<file path="src/rtl/timed_multi_port_queue_server_core_macros.svh">
// ----------------------------------------------------------------------------
// Assertion macros for the timed multi-port queue server
// Shared property forms. Each use expects ports named clock and reset.
// ----------------------------------------------------------------------------
`ifndef TIMED_MULTI_PORT_QUEUE_SERVER_CORE_MACROS_SVH
`define TIMED_MULTI_PORT_QUEUE_SERVER_CORE_MACROS_SVH

// The consequent must hold in the same cycle as the antecedent.
`define TMQS_ASSERT_NOW(label, ante, cons, msg) \
   label: assert property (@(posedge clock) disable iff (reset) (ante) |-> (cons)) \
      else $error(msg);

// The consequent must hold in the cycle after the antecedent.
`define TMQS_ASSERT_NEXT(label, ante, cons, msg) \
   label: assert property (@(posedge clock) disable iff (reset) (ante) |=> (cons)) \
      else $error(msg);

`endif

</file>
<file path="src/rtl/tmqs_pkg.sv">
// ----------------------------------------------------------------------------
// tmqs_pkg
// Shared types and constants of the timed multi-port queue server.
// ----------------------------------------------------------------------------
package tmqs_pkg;

   localparam int NUM_PORTS_DEF   = 4;
   localparam int QUEUE_DEPTH_DEF = 16;
   localparam int USER_W          = 16;
   localparam int TICK_W          = 16;
   localparam int REG_PORTS       = 4;
   localparam int PORT_NUM_W      = 3;
   localparam int SERVED_PORT_W   = 2;
   localparam int COUNT_W         = 3;
   localparam int CSR_INDEX_W     = 3;
   localparam int CSR_DATA_W      = 16;

   typedef enum logic [CSR_INDEX_W-1:0] {
      CSR_PORT_COUNT     = 3'd0,
      CSR_SERVICE_TIME_0 = 3'd1,
      CSR_SERVICE_TIME_1 = 3'd2,
      CSR_SERVICE_TIME_2 = 3'd3,
      CSR_SERVICE_TIME_3 = 3'd4
   } csr_index_type;

   typedef enum logic [1:0] {
      STAT_ENQUEUED = 2'd0,
      STAT_DROPPED  = 2'd1,
      STAT_SERVED   = 2'd2,
      STAT_IDLE     = 2'd3
   } status_type;

   typedef enum logic {
      REQ_ENQUEUE = 1'b0,
      REQ_DEQUEUE = 1'b1
   } req_kind_type;

   typedef enum logic [2:0] {
      ST_IDLE,
      ST_RELOAD,
      ST_SWEEP,
      ST_SUB,
      ST_SCAN,
      ST_EMIT
   } srv_state_type;

   // Commands from the sequencer to one port cell.
   typedef struct packed {
      logic reload;
      logic push;
      logic sub;
      logic pop;
   } cell_ctl_type;

   // Status of one port cell back to the sequencer.
   typedef struct packed {
      logic full;
      logic done;
   } cell_stat_type;

   // Running minimum handed from cell to cell.
   typedef struct packed {
      logic              any;
      logic [TICK_W-1:0] min;
   } min_link_type;

endpackage

</file>
<file path="src/rtl/tmqs_store.sv">
// ----------------------------------------------------------------------------
// tmqs_store
// User id storage for all port queues: one write and one registered read port.
// ----------------------------------------------------------------------------
module tmqs_store #(
   parameter int WORDS = tmqs_pkg::NUM_PORTS_DEF * tmqs_pkg::QUEUE_DEPTH_DEF
) (
   input  logic                        clock,
   input  logic                        wr_en,
   input  logic [$clog2(WORDS)-1:0]    wr_addr,
   input  logic [tmqs_pkg::USER_W-1:0] wr_data,
   input  logic                        rd_en,
   input  logic [$clog2(WORDS)-1:0]    rd_addr,
   output logic [tmqs_pkg::USER_W-1:0] rd_data
);

   logic [tmqs_pkg::USER_W-1:0] mem_ff [WORDS];
   logic [tmqs_pkg::USER_W-1:0] rd_data_ff;

   always_ff @(posedge clock) begin
      if (wr_en) begin
         mem_ff[wr_addr] <= wr_data;
      end
   end

   always_ff @(posedge clock) begin
      if (rd_en) begin
         rd_data_ff <= mem_ff[rd_addr];
      end
   end

   assign rd_data = rd_data_ff;

endmodule

</file>
<file path="src/rtl/tmqs_cell.sv">
// ----------------------------------------------------------------------------
// tmqs_cell
// One port: queue head and fill, countdown timer, and one stage of the
// minimum chain that runs along all ports.
// ----------------------------------------------------------------------------
`include "timed_multi_port_queue_server_core_macros.svh"

module tmqs_cell #(
   parameter int QUEUE_DEPTH = tmqs_pkg::QUEUE_DEPTH_DEF
) (
   input  logic                               clock,
   input  logic                               reset,
   input  logic                               active,
   input  logic [tmqs_pkg::TICK_W-1:0]        service_time,
   input  tmqs_pkg::cell_ctl_type             ctl,
   input  logic [tmqs_pkg::TICK_W-1:0]        step,
   input  tmqs_pkg::min_link_type             link_in,
   output tmqs_pkg::min_link_type             link_out,
   output tmqs_pkg::cell_stat_type            stat,
   output logic [$clog2(QUEUE_DEPTH)-1:0]     head,
   output logic [$clog2(QUEUE_DEPTH)-1:0]     tail
);

   localparam int HW = $clog2(QUEUE_DEPTH);
   localparam int FW = $clog2(QUEUE_DEPTH + 1);

   logic [HW-1:0]                 head_ff, head_in;
   logic [FW-1:0]                 fill_ff, fill_in;
   logic [tmqs_pkg::TICK_W-1:0]   rem_ff, rem_in;
   logic                          done_ff, done_in;
   tmqs_pkg::min_link_type        link_ff, link_in_next;
   logic                          nonempty;
   logic [HW:0]                   tail_sum;
   logic [tmqs_pkg::TICK_W-1:0]   reload_val;

   assign nonempty   = (fill_ff != '0);
   assign reload_val = (service_time == '0) ? tmqs_pkg::TICK_W'(1) : service_time;

   // The write slot is head plus fill, folded back once into the ring.
   assign tail_sum = (HW+1)'(head_ff) + (HW+1)'(fill_ff);
   assign tail     = (tail_sum >= (HW+1)'(QUEUE_DEPTH)) ?
                     HW'(tail_sum - (HW+1)'(QUEUE_DEPTH)) : HW'(tail_sum);
   assign head     = head_ff;

   assign stat.full = (fill_ff >= FW'(QUEUE_DEPTH));
   assign stat.done = done_ff;
   assign link_out  = link_ff;

   always_comb begin
      rem_in  = rem_ff;
      done_in = done_ff;
      head_in = head_ff;
      fill_in = fill_ff;
      if (ctl.reload && active && (rem_ff == '0)) begin
         rem_in = reload_val;
      end
      if (ctl.sub) begin
         done_in = 1'b0;
         if (active && nonempty) begin
            rem_in  = rem_ff - step;
            done_in = (rem_ff == step);
         end
      end
      if (ctl.push) begin
         fill_in = fill_ff + FW'(1);
      end
      if (ctl.pop) begin
         head_in = (head_ff == HW'(QUEUE_DEPTH - 1)) ? '0 : head_ff + HW'(1);
         fill_in = fill_ff - FW'(1);
         done_in = 1'b0;
      end
   end

   // A busy port in use offers its timer to the running minimum.
   always_comb begin
      link_in_next = link_in;
      if (active && nonempty && (!link_in.any || (rem_ff < link_in.min))) begin
         link_in_next.any = 1'b1;
         link_in_next.min = rem_ff;
      end
   end

   always_ff @(posedge clock) begin
      if (reset) begin
         head_ff <= '0;
         fill_ff <= '0;
         rem_ff  <= '0;
         done_ff <= 1'b0;
         link_ff <= '0;
      end else begin
         head_ff <= head_in;
         fill_ff <= fill_in;
         rem_ff  <= rem_in;
         done_ff <= done_in;
         link_ff <= link_in_next;
      end
   end

   `TMQS_ASSERT_NOW(a_push_not_full, ctl.push, !stat.full, "push into a full queue")
   `TMQS_ASSERT_NOW(a_pop_not_empty, ctl.pop, nonempty && done_ff, "pop of an unserved port")
   `TMQS_ASSERT_NOW(a_sub_no_wrap, ctl.sub && active && nonempty, rem_ff >= step,
                    "time step larger than a busy timer")

endmodule

</file>
<file path="src/rtl/timed_multi_port_queue_server_core.sv">
// ----------------------------------------------------------------------------
// timed_multi_port_queue_server_core
// Per-port user queues with service countdown timers. Enqueue words append a
// user to a port; dequeue words advance time to the next completions and
// return the users that leave, in port order.
// ----------------------------------------------------------------------------
//   channel | direction | handshake          | payload
//   req     | in        | req_valid/req_stall | req_type, req_user_id, req_port_number
//   rsp     | out       | rsp_valid/rsp_stall | status, served user/port, ticks, last
//   csr     | in        | csr_valid/csr_ready | csr_index, csr_data
//
// An enqueue's result is in the output register in the cycle after it is taken.
// A dequeue passes a reload state, a sweep in which the minimum ripples through
// the chain of port cells, a subtract state, then a scan step per port passed and
// a queue memory read, then output, per user served.
// Reset is synchronous and leaves every queue empty; the memory needs no clearing.
// A new word is taken only when the block is idle and the output register is
// empty or being emptied; a stalled result holds its register.
// ----------------------------------------------------------------------------
`include "timed_multi_port_queue_server_core_macros.svh"

module timed_multi_port_queue_server_core #(
   parameter int NUM_PORTS   = tmqs_pkg::NUM_PORTS_DEF,
   parameter int QUEUE_DEPTH = tmqs_pkg::QUEUE_DEPTH_DEF
) (
   input  logic                                 clock,
   input  logic                                 reset,
   input  logic                                 req_valid,
   output logic                                 req_stall,
   input  logic                                 req_type,
   input  logic [tmqs_pkg::USER_W-1:0]          req_user_id,
   input  logic [tmqs_pkg::PORT_NUM_W-1:0]      req_port_number,
   output logic                                 rsp_valid,
   input  logic                                 rsp_stall,
   output logic [1:0]                           rsp_status,
   output logic [tmqs_pkg::USER_W-1:0]          rsp_served_user,
   output logic [tmqs_pkg::SERVED_PORT_W-1:0]   rsp_served_port,
   output logic [tmqs_pkg::TICK_W-1:0]          rsp_elapsed_ticks,
   output logic                                 rsp_last,
   input  logic                                 csr_valid,
   output logic                                 csr_ready,
   input  logic [tmqs_pkg::CSR_INDEX_W-1:0]     csr_index,
   input  logic [tmqs_pkg::CSR_DATA_W-1:0]      csr_data
);

   localparam int HW    = $clog2(QUEUE_DEPTH);
   localparam int WORDS = NUM_PORTS * QUEUE_DEPTH;
   localparam int AW    = $clog2(WORDS);
   localparam int PW    = (NUM_PORTS > 1) ? $clog2(NUM_PORTS) : 1;
   localparam int CW    = $clog2(NUM_PORTS + 1);
   localparam logic [tmqs_pkg::COUNT_W-1:0] CAP =
      tmqs_pkg::COUNT_W'((NUM_PORTS < tmqs_pkg::REG_PORTS) ? NUM_PORTS : tmqs_pkg::REG_PORTS);

   // Configuration registers.
   logic [tmqs_pkg::COUNT_W-1:0]   port_count_ff;
   logic [tmqs_pkg::TICK_W-1:0]    svc_ff [tmqs_pkg::REG_PORTS];
   logic [tmqs_pkg::COUNT_W-1:0]   n_eff;

   // Sequencer.
   tmqs_pkg::srv_state_type        state_ff, state_in;
   logic [PW-1:0]                  p_ff, p_in;
   logic [CW-1:0]                  cnt_ff, cnt_in;
   logic [tmqs_pkg::TICK_W-1:0]    step_ff, step_in;

   // Output register.
   logic                           rsp_valid_ff, rsp_valid_in;
   tmqs_pkg::status_type           rsp_status_ff, rsp_status_in;
   logic [tmqs_pkg::USER_W-1:0]    rsp_user_ff, rsp_user_in;
   logic [tmqs_pkg::SERVED_PORT_W-1:0] rsp_port_ff, rsp_port_in;
   logic [tmqs_pkg::TICK_W-1:0]    rsp_ticks_ff, rsp_ticks_in;
   logic                           rsp_last_ff, rsp_last_in;
   logic                           out_load;
   logic                           out_free;

   // Cell chain.
   tmqs_pkg::cell_ctl_type         ctl_a    [NUM_PORTS];
   tmqs_pkg::cell_stat_type        stat_a   [NUM_PORTS];
   tmqs_pkg::min_link_type         link_a   [NUM_PORTS+1];
   logic [HW-1:0]                  head_a   [NUM_PORTS];
   logic [HW-1:0]                  tail_a   [NUM_PORTS];
   logic [tmqs_pkg::TICK_W-1:0]    cell_svc [NUM_PORTS];
   logic [NUM_PORTS-1:0]           active_v;
   logic [NUM_PORTS-1:0]           done_v;
   tmqs_pkg::min_link_type         chain_end;

   // Queue memory.
   logic                           mem_we;
   logic [AW-1:0]                  mem_waddr;
   logic                           mem_re;
   logic [AW-1:0]                  mem_raddr;
   logic [tmqs_pkg::USER_W-1:0]    mem_rdata;

   logic                           req_fire;

   assign csr_ready = 1'b1;

   always_ff @(posedge clock) begin
      if (reset) begin
         port_count_ff <= tmqs_pkg::COUNT_W'(4);
         for (int i = 0; i < tmqs_pkg::REG_PORTS; i++) begin
            svc_ff[i] <= tmqs_pkg::TICK_W'(1);
         end
      end else if (csr_valid && csr_ready) begin
         unique case (tmqs_pkg::csr_index_type'(csr_index))
            tmqs_pkg::CSR_PORT_COUNT:     port_count_ff <= csr_data[tmqs_pkg::COUNT_W-1:0];
            tmqs_pkg::CSR_SERVICE_TIME_0: svc_ff[0] <= csr_data;
            tmqs_pkg::CSR_SERVICE_TIME_1: svc_ff[1] <= csr_data;
            tmqs_pkg::CSR_SERVICE_TIME_2: svc_ff[2] <= csr_data;
            tmqs_pkg::CSR_SERVICE_TIME_3: svc_ff[3] <= csr_data;
            default: ;
         endcase
      end
   end

   // Ports in use: the programmed count held between one and the port limit.
   assign n_eff = (port_count_ff == '0) ? tmqs_pkg::COUNT_W'(1) :
                  (port_count_ff > CAP) ? CAP : port_count_ff;

   assign link_a[0] = '0;
   assign chain_end = link_a[NUM_PORTS];

   for (genvar g = 0; g < NUM_PORTS; g++) begin : g_cell
      assign active_v[g] = (tmqs_pkg::COUNT_W'(g) < n_eff);
      assign done_v[g]   = stat_a[g].done;
      if (g < tmqs_pkg::REG_PORTS) begin : g_svc
         assign cell_svc[g] = svc_ff[g];
      end else begin : g_nosvc
         assign cell_svc[g] = tmqs_pkg::TICK_W'(1);
      end

      tmqs_cell #(
         .QUEUE_DEPTH (QUEUE_DEPTH)
      ) u_cell (
         .clock        (clock),
         .reset        (reset),
         .active       (active_v[g]),
         .service_time (cell_svc[g]),
         .ctl          (ctl_a[g]),
         .step         (chain_end.min),
         .link_in      (link_a[g]),
         .link_out     (link_a[g+1]),
         .stat         (stat_a[g]),
         .head         (head_a[g]),
         .tail         (tail_a[g])
      );
   end

   tmqs_store #(
      .WORDS (WORDS)
   ) u_store (
      .clock   (clock),
      .wr_en   (mem_we),
      .wr_addr (mem_waddr),
      .wr_data (req_user_id),
      .rd_en   (mem_re),
      .rd_addr (mem_raddr),
      .rd_data (mem_rdata)
   );

   assign out_free  = !rsp_valid_ff || !rsp_stall;
   assign req_stall = !((state_ff == tmqs_pkg::ST_IDLE) && out_free);
   assign req_fire  = req_valid && !req_stall;

   always_ff @(posedge clock) begin
      if (reset) begin
         state_ff <= tmqs_pkg::ST_IDLE;
      end else begin
         state_ff <= state_in;
      end
   end

   always_comb begin
      logic [tmqs_pkg::PORT_NUM_W-1:0] idx;
      logic                            sel_full;
      logic [HW-1:0]                   sel_tail;
      logic                            more;

      state_in      = state_ff;
      p_in          = p_ff;
      cnt_in        = cnt_ff;
      step_in       = step_ff;
      mem_we        = 1'b0;
      mem_waddr     = '0;
      mem_re        = 1'b0;
      mem_raddr     = '0;
      out_load      = 1'b0;
      rsp_status_in = tmqs_pkg::STAT_IDLE;
      rsp_user_in   = '0;
      rsp_port_in   = '0;
      rsp_ticks_in  = '0;
      rsp_last_in   = 1'b1;
      for (int i = 0; i < NUM_PORTS; i++) begin
         ctl_a[i] = '0;
      end

      idx      = req_port_number - tmqs_pkg::PORT_NUM_W'(1);
      sel_full = 1'b0;
      sel_tail = '0;
      for (int i = 0; i < NUM_PORTS; i++) begin
         if (tmqs_pkg::PORT_NUM_W'(i) == idx) begin
            sel_full = stat_a[i].full;
            sel_tail = tail_a[i];
         end
      end

      // Any port still to be served after the current one ends the burst later.
      more = 1'b0;
      for (int i = 0; i < NUM_PORTS; i++) begin
         if ((i > int'(p_ff)) && done_v[i]) begin
            more = 1'b1;
         end
      end

      unique case (state_ff)
         tmqs_pkg::ST_IDLE: begin
            if (req_fire) begin
               if (tmqs_pkg::req_kind_type'(req_type) == tmqs_pkg::REQ_DEQUEUE) begin
                  state_in = tmqs_pkg::ST_RELOAD;
               end else begin
                  out_load = 1'b1;
                  if ((req_port_number == '0) ||
                      (tmqs_pkg::COUNT_W'(req_port_number) > n_eff) || sel_full) begin
                     rsp_status_in = tmqs_pkg::STAT_DROPPED;
                  end else begin
                     rsp_status_in = tmqs_pkg::STAT_ENQUEUED;
                     mem_we        = 1'b1;
                     mem_waddr     = AW'(int'(idx) * QUEUE_DEPTH) + AW'(sel_tail);
                     for (int i = 0; i < NUM_PORTS; i++) begin
                        ctl_a[i].push = (tmqs_pkg::PORT_NUM_W'(i) == idx);
                     end
                  end
               end
            end
         end
         tmqs_pkg::ST_RELOAD: begin
            for (int i = 0; i < NUM_PORTS; i++) begin
               ctl_a[i].reload = 1'b1;
            end
            cnt_in   = '0;
            state_in = tmqs_pkg::ST_SWEEP;
         end
         tmqs_pkg::ST_SWEEP: begin
            // The minimum moves one cell per cycle; it reaches the end after
            // one pass over all cells.
            cnt_in = cnt_ff + CW'(1);
            if (cnt_ff == CW'(NUM_PORTS - 1)) begin
               state_in = tmqs_pkg::ST_SUB;
            end
         end
         tmqs_pkg::ST_SUB: begin
            if (chain_end.any) begin
               step_in = chain_end.min;
               for (int i = 0; i < NUM_PORTS; i++) begin
                  ctl_a[i].sub = 1'b1;
               end
               p_in     = '0;
               state_in = tmqs_pkg::ST_SCAN;
            end else begin
               out_load      = 1'b1;
               rsp_status_in = tmqs_pkg::STAT_IDLE;
               state_in      = tmqs_pkg::ST_IDLE;
            end
         end
         tmqs_pkg::ST_SCAN: begin
            if (done_v[p_ff]) begin
               mem_re    = 1'b1;
               mem_raddr = AW'(int'(p_ff) * QUEUE_DEPTH) + AW'(head_a[p_ff]);
               state_in  = tmqs_pkg::ST_EMIT;
            end else if (tmqs_pkg::COUNT_W'(p_ff) == (n_eff - tmqs_pkg::COUNT_W'(1))) begin
               state_in = tmqs_pkg::ST_IDLE;
            end else begin
               p_in = p_ff + PW'(1);
            end
         end
         tmqs_pkg::ST_EMIT: begin
            if (out_free) begin
               out_load         = 1'b1;
               rsp_status_in    = tmqs_pkg::STAT_SERVED;
               rsp_user_in      = mem_rdata;
               rsp_port_in      = tmqs_pkg::SERVED_PORT_W'(p_ff);
               rsp_ticks_in     = step_ff;
               rsp_last_in      = !more;
               ctl_a[p_ff].pop  = 1'b1;
               if (more) begin
                  p_in     = p_ff + PW'(1);
                  state_in = tmqs_pkg::ST_SCAN;
               end else begin
                  state_in = tmqs_pkg::ST_IDLE;
               end
            end
         end
         default: begin
            state_in = tmqs_pkg::ST_IDLE;
         end
      endcase
   end

   always_ff @(posedge clock) begin
      if (reset) begin
         p_ff   <= '0;
         cnt_ff <= '0;
      end else begin
         p_ff   <= p_in;
         cnt_ff <= cnt_in;
      end
   end

   always_ff @(posedge clock) begin
      step_ff <= step_in;
   end

   assign rsp_valid_in = out_load || (rsp_valid_ff && rsp_stall);

   always_ff @(posedge clock) begin
      if (reset) begin
         rsp_valid_ff <= 1'b0;
      end else begin
         rsp_valid_ff <= rsp_valid_in;
      end
   end

   always_ff @(posedge clock) begin
      if (out_load) begin
         rsp_status_ff <= rsp_status_in;
         rsp_user_ff   <= rsp_user_in;
         rsp_port_ff   <= rsp_port_in;
         rsp_ticks_ff  <= rsp_ticks_in;
         rsp_last_ff   <= rsp_last_in;
      end
   end

   assign rsp_valid         = rsp_valid_ff;
   assign rsp_status        = rsp_status_ff;
   assign rsp_served_user   = rsp_user_ff;
   assign rsp_served_port   = rsp_port_ff;
   assign rsp_elapsed_ticks = rsp_ticks_ff;
   assign rsp_last          = rsp_last_ff;

   `TMQS_ASSERT_NOW(a_scan_in_range, state_ff == tmqs_pkg::ST_SCAN || state_ff == tmqs_pkg::ST_EMIT,
                    tmqs_pkg::COUNT_W'(p_ff) < n_eff, "port pointer beyond ports in use")
   `TMQS_ASSERT_NOW(a_emit_served_port, state_ff == tmqs_pkg::ST_EMIT, done_v[p_ff],
                    "emitting a port that finished nothing")
   `TMQS_ASSERT_NEXT(a_idle_result, state_ff == tmqs_pkg::ST_SUB && !chain_end.any,
                     rsp_valid_ff && rsp_status_ff == tmqs_pkg::STAT_IDLE && rsp_last_ff,
                     "idle dequeue gave no idle word")
   `TMQS_ASSERT_NEXT(a_sub_finds_done, state_ff == tmqs_pkg::ST_SUB && chain_end.any,
                     done_v != '0, "time step finished no port")

endmodule

</file>
<file path="config.mk">
export PLATFORM = sky130hd
export DESIGN_NAME = timed_multi_port_queue_server_core
export DESIGN_NICKNAME = d
export VERILOG_FILES = /design/src/rtl/tmqs_pkg.sv /design/src/rtl/tmqs_store.sv /design/src/rtl/tmqs_cell.sv /design/src/rtl/timed_multi_port_queue_server_core.sv
export VERILOG_INCLUDE_DIRS = /design/src /design/src/rtl
export SDC_FILE = /design/constraint.sdc
export NUM_CORES = 2
export LEC_CHECK = 0
export BUFFER_PORTS_ARGS = -buffer_cell sky130_fd_sc_hd__buf_2
export CORE_MARGIN = 2
export CORE_UTILIZATION = 55
export DETAILED_ROUTE_END_ITERATION = 8
export MAX_ROUTING_LAYER = met4
export PLACE_DENSITY = 0.71
export SLEW_MARGIN = 20
export SYNTH_ARGS = -nofsm -noshare
export SYNTH_HDL_FRONTEND = slang
export SYNTH_HIERARCHICAL = 1
export SYNTH_SLANG_ARGS = --single-unit
</file>
<file path="constraint.sdc">
create_clock -name clock -period 8.5 [get_ports clock]
set_input_delay 0.425 -clock clock [delete_from_list [all_inputs] [get_ports clock]]
set_output_delay 0.425 -clock clock [all_outputs]
set_load 0.01 [all_outputs]
</file>
After elaboration in Yosys (flattened, before gate mapping)

Memory sizes are Yosys's and may differ from the RTL's. A register that Yosys moved wholly into a read port is not among the register bits.
Cells that the tools add are included.
W data, S select, Z words.

Register bits: 237
Bits in writable memories: 1088
Memories kept: 2

$add $sub $neg: 30
Magnitude comparators: 23
Equality and inequality tests: 31
Mux-type cells: 152
Bitwise operators: 6
Reduce and logical (&&, ||, !) cells: 69

Memory list:

| memory         | depth | width | read ports | clocked after Yosys merged registers in | wr ports | RTL line                                 | RTL |
|---|---|---|---|---|---|---|---|
| u_store.mem_ff | 64    | 16    | 1          | 1                                       | 1        | tmqs_store.sv:17                         | `logic [tmqs_pkg::USER_W-1:0] mem_ff [WORDS];` |
| svc_ff         | 4     | 16    | 4          | 0                                       | 4        | timed_multi_port_queue_server_core.sv:56 | `logic [tmqs_pkg::TICK_W-1:0] svc_ff [tmqs_pkg::REG_PORTS];` |

Operators with widths:

| cell                  | number |
|---|---|
| $mux W16              | 20 |
| $logic_not A16 Y1     | 8 |
| $mux W17              | 4 |
| $eq A16 B16 Y1        | 4 |
| $sub A16 B16 Y16      | 4 |
| $mux W1               | 62 |
| $mux W4               | 14 |
| $lt A16 B16 Y1        | 3 |
| $ge A5 B5 Y1 const B  | 8 |
| $mux W5               | 8 |
| $mux W6               | 6 |
| $mux W3               | 10 |
| $pmux W1 S2           | 12 |
| $logic_and A1 B1 Y1   | 22 |
| $add A4 B5 Y5         | 4 |
| $add A5 B1 Y5 const B | 4 |
| $reduce_bool A5 Y1    | 4 |
| $sub A5 B1 Y5 const B | 4 |
| $pmux W3 S6           | 1 |
| $add A4 B1 Y4 const B | 4 |
| $eq A4 B4 Y1 const B  | 4 |
| $sub A4 B1 Y4 const B | 4 |
| $eq A3 B2 Y1 const B  | 5 |
| $logic_not A3 Y1      | 5 |
| other kinds (41)      | 87 |

Depth between registers and ports, before layout

Depth in word-level cells: 13
Gate-level depth with buffers: 15

Hierarchy

Netlist, hierarchy kept.

Modules (own cells, without submodules):

| module                             | times used | cells each | area an instance (um^2) | sequential area each (um^2) |
|---|---|---|---|---|
| tmqs_store                         | 1          | 1828       | 40184.8                 | 31230.0 |
| tmqs_cell at g_cell[1].u_cell ...  | 2          | 390        | 3226.8                  | 860.8 |
| timed_multi_port_queue_server_core | 1          | 428        | 5703.0                  | 3753.6 |
| tmqs_cell at g_cell[3].u_cell      | 1          | 400        | 3375.7                  | 860.8 |
| tmqs_cell at g_cell[0].u_cell      | 1          | 388        | 3221.8                  | 860.8 |

Worst setup path before layout

No wires, ideal clock.

Path type: input to register
Start: input rsp_stall
End: memory u_store/mem_ff[33][0] (netlist name) (enable)
Setup time: 0.409 ns
Data arrival time: 3.424 ns
Required time: 8.091 ns
Setup slack: 4.667 ns
Stages: 8
Path buffers: 1
Cell sequence: and2_1 > clkbuf_2 > or4b_4 > a2111oi_4 > nand4_4 > nor2_1 > nand4_1 > nor3_1

Elaborated cells on any way between the ends: 10

RTL lines:

| what                | RTL line                                  | RTL |
|---|---|---|
| start, declared     | timed_multi_port_queue_server_core.sv:34  | `input logic rsp_stall,` |
| $logic_not A1 Y1    | timed_multi_port_queue_server_core.sv:160 | `assign out_free = !rsp_valid_ff \|\| !rsp_stall;` |
| $logic_or A1 B1 Y1  | timed_multi_port_queue_server_core.sv:160 |  |
| $logic_and A1 B1 Y1 | timed_multi_port_queue_server_core.sv:161 | `assign req_stall = !((state_ff == tmqs_pkg::ST_IDLE) && out_free);` |
| $logic_and A1 B1 Y1 | timed_multi_port_queue_server_core.sv:162 | `assign req_fire = req_valid && !req_stall;` |
| $mux W6             | timed_multi_port_queue_server_core.sv:216 | `if (req_fire) begin` |
| $mux W6             | timed_multi_port_queue_server_core.sv:214 | `unique case (state_ff)` |
| net mem_waddr[0]    | timed_multi_port_queue_server_core.sv:88  | `logic [AW-1:0] mem_waddr;` |
| end, declared       | tmqs_store.sv:17                          |  |

The timed path passes the listed nets, and every way through them passes these cells.

Worst setup path after layout

Start: register state_ff[2]
End: register u_store.rd_data_ff, in the netlist u_store/rd_data[5] (read register of u_store.mem_ff), data pin

Longest elaborated chain between the ends: 2
Elaborated cells on any way between the ends: 3

Ends and longest elaborated chain:

| what                   | RTL line                                  | RTL |
|---|---|---|
| start, declared        | timed_multi_port_queue_server_core.sv:60  | `tmqs_pkg::srv_state_type state_ff, state_in;` |
| start signal, assigned | timed_multi_port_queue_server_core.sv:166 | `state_ff <= tmqs_pkg::ST_IDLE;` |
| start signal, assigned | timed_multi_port_queue_server_core.sv:168 | `state_ff <= state_in;` |
| $eq A3 B3 Y1           | timed_multi_port_queue_server_core.sv:214 |  |
| $mux W6                | timed_multi_port_queue_server_core.sv:214 |  |
| net mem_raddr[0]       | timed_multi_port_queue_server_core.sv:90  | `logic [AW-1:0] mem_raddr;` |
| end, declared          | tmqs_store.sv:18                          | `logic [tmqs_pkg::USER_W-1:0] rd_data_ff;` |

The timed path passes the listed nets, and every way through them passes these cells.
A chain may end at the register's enable or synchronous reset.

==> flow_summary_export.csv <==
group,metric,value,unit
route,drt-initial-drc-count,3995,
global_routing,track_usage,27.71,%
clock_network,post-cts-setup-buffer-count,0,
timing,rsz0062_at_grt,"no",
timing,fmax,207.4,MHz
critical_path,worstSetupEndpointType,"flip-flop",
route,routedWlPerCell,26.83,um
global_routing,grt_first_pass_wirelength,217700,um
critical_path,critPathRequiredTime,9.01,ns
critical_path,r2r_slack,3.68,ns
critical_path,worstPathArrival,5.33,ns
place,gp_congestion,0.9248,
flow_run,drv_cap,0,
place,io_buffers,82,
die,pin_count,84,
global_routing,grt_antenna_before_repair,5,
critical_path,critPathLaunchType,"flip-flop",
logic_synthesis,synth.avg_cell_area,15.41,um^2
logic_synthesis,synth_seq_cells,1341,
logic_synthesis,synth_common_cells,"edfxtp_1, nor2_1, mux4_2",
clock_network,cts_buffer_depth,3,
timing,final.setup.tns,0,ns
timing,slew_headroom,22.90,%
critical_path,critPathKind,"reg -> reg",
logic_synthesis,synth_top_area_cell,"edfxtp_1",
clock_network,cts_hold_buf,0,
logic_synthesis,synth_area,0.05894,mm^2
logic_synthesis,yosysMostFrequentCell,"edfxtp_1",
die,start_util,55.29,%
clock_network,cts_tree,"built",
timing,slew_viol_final,0,
route,post_drt_via_cell_ratio,6.284,
min_path,hold_path_class,"in -> reg",
route,final_antenna_net_count,0,
clock_network,htreeDepth,4,
critical_path,crit_buf_inv,1,
pwr,power_density,212.7,mW/mm^2
global_routing,overflow,0,
critical_path,crit_slowest_cell,"and3_4",
critical_path,max_stage_delay,0.77,ns
clock_network,cts_buffers,136,
die,dieArea,0.1098,mm^2
critical_path,cp_max_fo,87,
route,drcViolationCount,0,
global_routing,grt_max_degree,128,
timing,hold_viol_final,0,
final_layout,area_growth_syn_to_layout,10.90,%
logic_synthesis,synth-edff-count,1157,
clock_network,path_clk_slew,0.06,ns
logic_synthesis,yosysSeqAreaShare,65.20,%
place,hpwl,93100,um
critical_path,critPathTopFamily,"simple AND/OR/NAND/NOR gates",
die,fp.dieH,331.4,um
pwr,ir_drop,0.2011,mV
run_status,status,"completed",
logic_synthesis,synthArstFlopShare,0,%
clock_network,numClockSinks,1341,
route,drt_pass1_iterations,8,
route,vias,34641,
clock_network,clk_latency,0.76,ns
clock_network,ctsRootBufferMaster,"clkbuf_16",
die,dieWidth,331.4,um
route,totalWireLength,147900,um
global_routing,grt_pass1_vias,33517,
timing,worst_pin_slew,1.150,ns
critical_path,path_cells,"nor3b_1 -> and3_4 -> buf_12 -> mux4_2 -> mux2_2 -> nand2_1 -> nand4_1 -> and4_1",
final_layout,drive_gt1_share,17.12,%
timing,fin_crit_sh,56.73,%
logic_synthesis,yosysUniqueCellTypes,99,
timing,fin_worst_skew,0.04695,ns
clock_network,cts-resized-gates,0,
final_layout,final_cell_count_no_fill,5513,
timing,min_period,4.822,ns
timing,setup_violations,0,
pwr,p_leak,21.74,nW
logic_synthesis,synth_ff_type,"edfxtp_1",
final_layout,nets,4217,
logic_synthesis,synthCells,3824,
die,fp-row-count,120,
logic_synthesis,synth_top_cell_area_share,58.95,%
logic_synthesis,yosys-top-cells-area,"edfxtp_1, mux4_2, dfxtp_1",
logic_synthesis,yosys_warnings,6,
place,dp.cells,5264,
die,coreArea,0.1066,mm^2
-- state kept, by name, indices dropped and copies added, names as in the netlist, 4 cells and up --
register,cells
g_cell.u_cell/done_ff,4
g_cell.u_cell/fill_ff,20
g_cell.u_cell/head,16
g_cell.u_cell/link_out,68
g_cell.u_cell/rem_ff,64
rsp_elapsed_ticks,16
rsp_served_user,16
step_ff,16
svc_ff,64
u_store/mem_ff,1024
u_store/rd_data,16
-- where the power goes --
group	switching (W)	internal [W]	total [W]
logic	0.000567	0.000325	0.000892
registers	0.0000719	0.00721	0.00729
clock network	0.00250	0.00323	0.00573
-- metrics by stage --
stage	hold WS [ns]	instance area, um^2	setup WS, ns	utilization [%]	total power [W]
3_5_place_dp	0.4648	61050	3.673	57.27	0.008291
4_1_cts	0.01535	65320	3.667	61.27	0.01397
2_1_floorplan	0.4343	59070	4.667	-	0.007977
3_3_place_gp	0.4568	61050	3.689	57.27	0.008277
6_report	0.05476	65370	3.678	61.32	0.01390
5_1_grt	0.06489	65360	3.406	61.31	0.01433
-- worst paths after layout --
path / to / start / cells past startpoint
max: u_store/rd_data[5] / state_ff[2] / 8
min: rsp_valid / rsp_stall / 3
max reg2reg: u_store/rd_data[5] / state_ff[2] / 8
min reg2reg: g_cell[3].u_cell/link_out[4] / g_cell[2].u_cell/link_out[4] / 2
-- cell usage in the layout, fill, tap and decap left out, types with 46 or more instances in the layout --
cell       netlist  routed
nor3_1          50      46
ha_1           162     162
mux4_2         219     219
buf_4           16     106
and2_1         103     103
nand2_1        128     128
inv_1          178     177
nand3_1         50      50
nand2b_1        67      67
nor2_1         254     248
clkbuf_16        0     138
buf_2           50      76
edfxtp_1      1157    1157
o21ai_0         48      48
mux2i_1        164     164
a211oi_1       106     106
dfxtp_1        184     184
a21oi_1        165     165
-- cells by family after synthesis --
group	count (synthesis)	share of synthesized area, %
AND/OR/NAND/NOR	875	7.821
XOR/XNOR	70	1.040
multiplexers	425	12.22
buffers and inverters	362	3.017
flip-flops	1341	65.20
adder cells (fa/ha/maj)	175	3.864
AO/OA/AOI/OAI	574	6.831
other	2	0.01274
-- worst register-to-register path: cells and delay by family (launching register included) --
| kind | cells | cell delay (ns) |
|---|---|---|
| buf+inv | 1 | 0.56 |
| simple gates | 5 | 2.43 |
| mux | 2 | 1.03 |
| flops | 1 | 0.54 |
-- per-layer routing --
metal | global-route usage, % | up-vias | wire, um
met1 | 35.83 | 17425 | 57660
met4 | 11.46 | 0 | 6420
met3 | 4.583 | 358 | 11920
met2 | 44.00 | 1639 | 71940
met5 | - | - | 0
li1 | - | 15219 | -
-- area by class of cell --
type / count / area (um^2)
Antenna cell: 4 / 10.01
Sequential cell: 1341 / 38430
Multi-Input combinational cell: 2156 / 18990
Inverter: 178 / 668.1
Clock inverter: 69 / 626.9
Fill cell: 7831 / 41240
Timing Repair Buffer: 186 / 1247
Clock buffer: 176 / 3636
Tap cell: 1403 / 1755
(Power assumes the default switching activity.)
